[src/hdl/trd_pkg.sv]
// Package: shared constants, codes and controller/datapath interface types.
`timescale 1ns / 1ps
package trd_pkg;

    localparam int DATA_W    = 32;
    localparam int NUM_AXES  = 4;
    localparam int AXIS_W    = 2;
    localparam int DIM_W     = 9;
    localparam int COORD_W   = 8;
    localparam int OUT_DEPTH = 1024;
    localparam int ADDR_W    = 10;
    localparam int RED_W     = 33;
    localparam int CFG_IDX_W = 3;
    localparam int RANK_W    = 3;
    localparam int CNT_W     = 5;
    localparam int DIV_STEPS = 32;

    localparam logic [2:0] MODE_SUM  = 3'd0;
    localparam logic [2:0] MODE_MEAN = 3'd1;
    localparam logic [2:0] MODE_PROD = 3'd2;
    localparam logic [2:0] MODE_MAX  = 3'd3;
    localparam logic [2:0] MODE_MIN  = 3'd4;

    localparam logic [CFG_IDX_W-1:0] CFG_OP_MODE = 3'd0;
    localparam logic [CFG_IDX_W-1:0] CFG_RANK    = 3'd1;
    localparam logic [CFG_IDX_W-1:0] CFG_MASK    = 3'd2;
    localparam logic [CFG_IDX_W-1:0] CFG_DIM0    = 3'd3;
    localparam logic [CFG_IDX_W-1:0] CFG_DIM1    = 3'd4;
    localparam logic [CFG_IDX_W-1:0] CFG_DIM2    = 3'd5;
    localparam logic [CFG_IDX_W-1:0] CFG_DIM3    = 3'd6;

    localparam logic OPC_ACC  = 1'b0;
    localparam logic OPC_READ = 1'b1;

    typedef struct packed {
        logic capture;
        logic step;
        logic acc_wr;
        logic res_load;
        logic div_step;
        logic out_load;
    } trd_cmd_t;

    typedef struct packed {
        logic is_read;
        logic last_axis;
        logic is_mean;
        logic err;
        logic div_last;
        logic out_busy;
    } trd_stat_t;

endpackage

[src/hdl/trd_ctrl.sv]
// Controller: sequences the address walk, accumulator update and read path.
`timescale 1ns / 1ps
module trd_ctrl (
    input  logic               clk,
    input  logic               rst_n,
    input  logic               in_valid,
    output logic               in_ready,
    output trd_pkg::trd_cmd_t  cmd,
    input  trd_pkg::trd_stat_t stat
);

    typedef enum logic [2:0] {
        S_IDLE,
        S_STEP,
        S_ACC_RD,
        S_ACC_WR,
        S_RD_DAT,
        S_DIV,
        S_FIN
    } state_t;

    state_t state_reg, state_next;

    always_comb
    begin
        state_next = state_reg;
        cmd        = '0;
        case (state_reg)
            S_IDLE:
            begin
                cmd.capture = in_valid;
                if (in_valid)
                    state_next = S_STEP;
            end
            S_STEP:
            begin
                cmd.step = 1'b1;
                if (stat.last_axis)
                    state_next = stat.is_read ? S_RD_DAT : S_ACC_RD;
            end
            S_ACC_RD: state_next = S_ACC_WR;
            S_ACC_WR:
            begin
                cmd.acc_wr = 1'b1;
                state_next = S_IDLE;
            end
            S_RD_DAT:
            begin
                cmd.res_load = 1'b1;
                state_next   = (stat.is_mean && !stat.err) ? S_DIV : S_FIN;
            end
            S_DIV:
            begin
                cmd.div_step = 1'b1;
                if (stat.div_last)
                    state_next = S_FIN;
            end
            S_FIN:
            begin
                if (!stat.out_busy)
                begin
                    cmd.out_load = 1'b1;
                    state_next   = S_IDLE;
                end
            end
            default: state_next = S_IDLE;
        endcase
    end

    always_ff @(posedge clk or negedge rst_n)
    begin
        if (!rst_n)
            state_reg <= S_IDLE;
        else
            state_reg <= state_next;
    end

    assign in_ready = (state_reg == S_IDLE);

endmodule

[config.mk]
export PLATFORM = sky130hd
export DESIGN_NAME = trd_ctrl
export DESIGN_NICKNAME = d
export VERILOG_FILES = /design/src/hdl/trd_pkg.sv /design/src/hdl/trd_ctrl.sv
export SDC_FILE = /design/constraint.sdc
export NUM_CORES = 1
export LEC_CHECK = 0
export BUFFER_PORTS_ARGS = -buffer_cell sky130_fd_sc_hd__buf_2
export CAP_MARGIN = 0
export CORE_AREA = 5 5 42 44
export DETAILED_ROUTE_END_ITERATION = 10
export DIE_AREA = 0 0 47 49
export HOLD_SLACK_MARGIN = 0.06
export PLACE_DENSITY = 0.51
export SETUP_SLACK_MARGIN = 0.05
export SKIP_CTS_REPAIR_TIMING = 1
export SLEW_MARGIN = 15
export SYNTH_ARGS = -nofsm -noshare
export SYNTH_HDL_FRONTEND = slang
export SYNTH_SLANG_ARGS = --single-unit
[constraint.sdc]
create_clock -name clk -period 1.3 [get_ports clk]
set_clock_uncertainty 0.15 [all_clocks]
set_input_delay 0.39 -clock clk [delete_from_list [all_inputs] [get_ports clk]]
set_output_delay 0.39 -clock clk [all_outputs]
set_load 0.01 [all_outputs]
==> out/metrics.yaml <==
antenna_cells: 0
fp.coreArea_mm2: 0.00140
drive_gt1_frac: 0.684
worstPathArrival_ns: 1.15
r2r_cells: 6
max-slew-margin-rel: 0.838
syn_nets: 39
irDropWorstVdd_mv: 1.08
synth_cell_types: 22
grt_max_degree: 9
wirelength_um: 841
whs_ns: 0.318
finalCritPeriodShare: 1.30
num_vias: 320
drc: 0
ys_ff_latch: 3
critPathLaunch: "state_reg[1]"
startpoint_type: "register"
synth_common_cells: "dfrtp_1 (3), nor2_1 (3)"
period_needed_ns: 1.69
vias_per_cell: 4.38
p_leak_nw: 0.248
gp_congestion: 0.698
grt_pass1_wl_um: 1170
ys_seq_area_frac: 0.279
first_pass_iters: 2
port_buffers: 15
clk_pin_slew_worst_paths_ns: 0.03
wl_per_cell_um: 11.5
yosys.area.top_type: "dfrtp_1"
slew_violations: 0
synth_edf_count: 0
grt_pass1_vias: 277
rsz0062_at_grt: "yes"
power.total_mw: 1.22
synth_cells: 30
hold_viol_final: 0
cts.path.max_buffers: 2
power_per_cell_area_mw_per_mm2: 2370
end_kind: "output port"
multi_input_area_um2: 213
cap_violations: 0
dpl.hpwl_um: 615
fmax_ghz: 0.593
drt_first_iter_violations: 2
antenna_found_initial: 0
grt_usage: 0.0713
rrSetupSlack_ns: -0.17
hp-start: "in_valid"
clock-root-buffer: "clkbuf_4"
worstSetupPathType: "register to output port"
post-place-cells: 64
cts.sinks: 3
syn-cell-area_um2: 269
overflow: 0
required_ns: 0.76
setup_ws_ns: -0.386
setup_viol: 9
regArea_um2: 78.8
syn_avg_cell_area_um2: 8.97
nFillCells: 155
status: "finished, violations left"
violations: "setup timing"
insertion_delay_ns: 0.23
nets: 67
syn_to_final_growth_pct: 91.6
io_pins: 16
die_area_mm2: 0.00230
cts_tree: "done"
rr_endpoint: "state_reg[1]"
synthDominantCellAreaShare: 0.279
cp_max_fo: 7
yosysWarnings: 0
largest_reg_flops: 3
layoutNonFillerInstCount: 73
ys.flop_type: "dfrtp_1"
r2r_start: "state_reg[2]"
hold_class: "primary input to register"
ant_nets: 0
rows: 14
synthTopCellsByArea: "dfrtp_1 (28%), buf_6 (8.4%), nor4bb_1 (7.4%)"
max_slew.worst_pin.slew_ns: 0.242
setup-tns-final_ns: -2.76
die_x_um: 47
cts-buffers-inserted: 3
endpoint: "cmd[4]"
htreeDepth: 1
initial_core_util: 0.192
die_h_um: 49
async_flop_share: 1.00
[worst min-delay path by stage]
| stage | cells past startpoint | slack [ns] | end |
|---|---|---|---|
| after global placement | 1 | 0.04 | state_reg[2] |
| after detailed placement | 1 | 0.04 | state_reg[2] |
| after global routing | 3 | 0.33 | state_reg[2] |
| after floorplan | 0 | -0.06 | state_reg[0] |
| final | 3 | 0.32 | state_reg[0] |
| after CTS | 1 | -0.21 | state_reg[2] |
[layer usage]
metal	up-vias	share of wire	track usage
li1	161	-	-
met1	152	0.38	0.0798
met2	7	0.56	0.113
met3	0	0.057	0.0554
met4	0	0	0
met5	-	0	0
[critical path, cell delays in order, from the launching register on]
cell and delay (ns):
dfrtp_2 0.44, buf_4 0.18, nor3b_2 0.16, buf_2 0.14
[stage by stage]
step	area (um^2)	utilization	setup WS [ns]
finish	515	0.368	-0.386
floorplan	307	-	-0.161
detailed placement	413	0.295	-0.217
global route	515	0.368	-0.452
global placement	413	0.295	-0.227
CTS	439	0.313	-0.468
[power by group]
group / switching (mW) / internal (mW)
registers: 0.100 / 0.150
clock network: 0.0457 / 0.115
logic: 0.320 / 0.488
[cell usage in the layout (no fill, tap or decap), drive strengths merged]
master,count
mux2i,1
nand3b,1
and2b,1
a31oi,1
o32ai,1
clkbuf,4
and2,1
nor2,3
dlygate4sd3,1
buf,25
o21ai,1
a21oi,1
nor3,2
dfrtp,3
nand2b,2
nor3b,2
nor2b,1
nor4bb,2
a21bo,1
nand2,2
a22oi,1
[logic make-up (layout without fill, tap and decap cells)]
kind of cell	Yosys count	after routing	synth area share
and+or+nand+nor	17	17	0.423
AOI/OAI and AO/OA	6	6	0.158
DFF	3	3	0.279
buffers and inverters	3	30	0.102
muxes	1	1	0.0372
[cell type report]
| cell class | instances | area share |
|---|---|---|
| clock buffers | 4 | 0.0510 |
| multi-input cells | 24 | 0.413 |
| flip-flops and latches | 3 | 0.153 |
| well taps | 16 | 0.0388 |
| repair buffers | 26 | 0.345 |
Power figures use the tool's default switching activity.
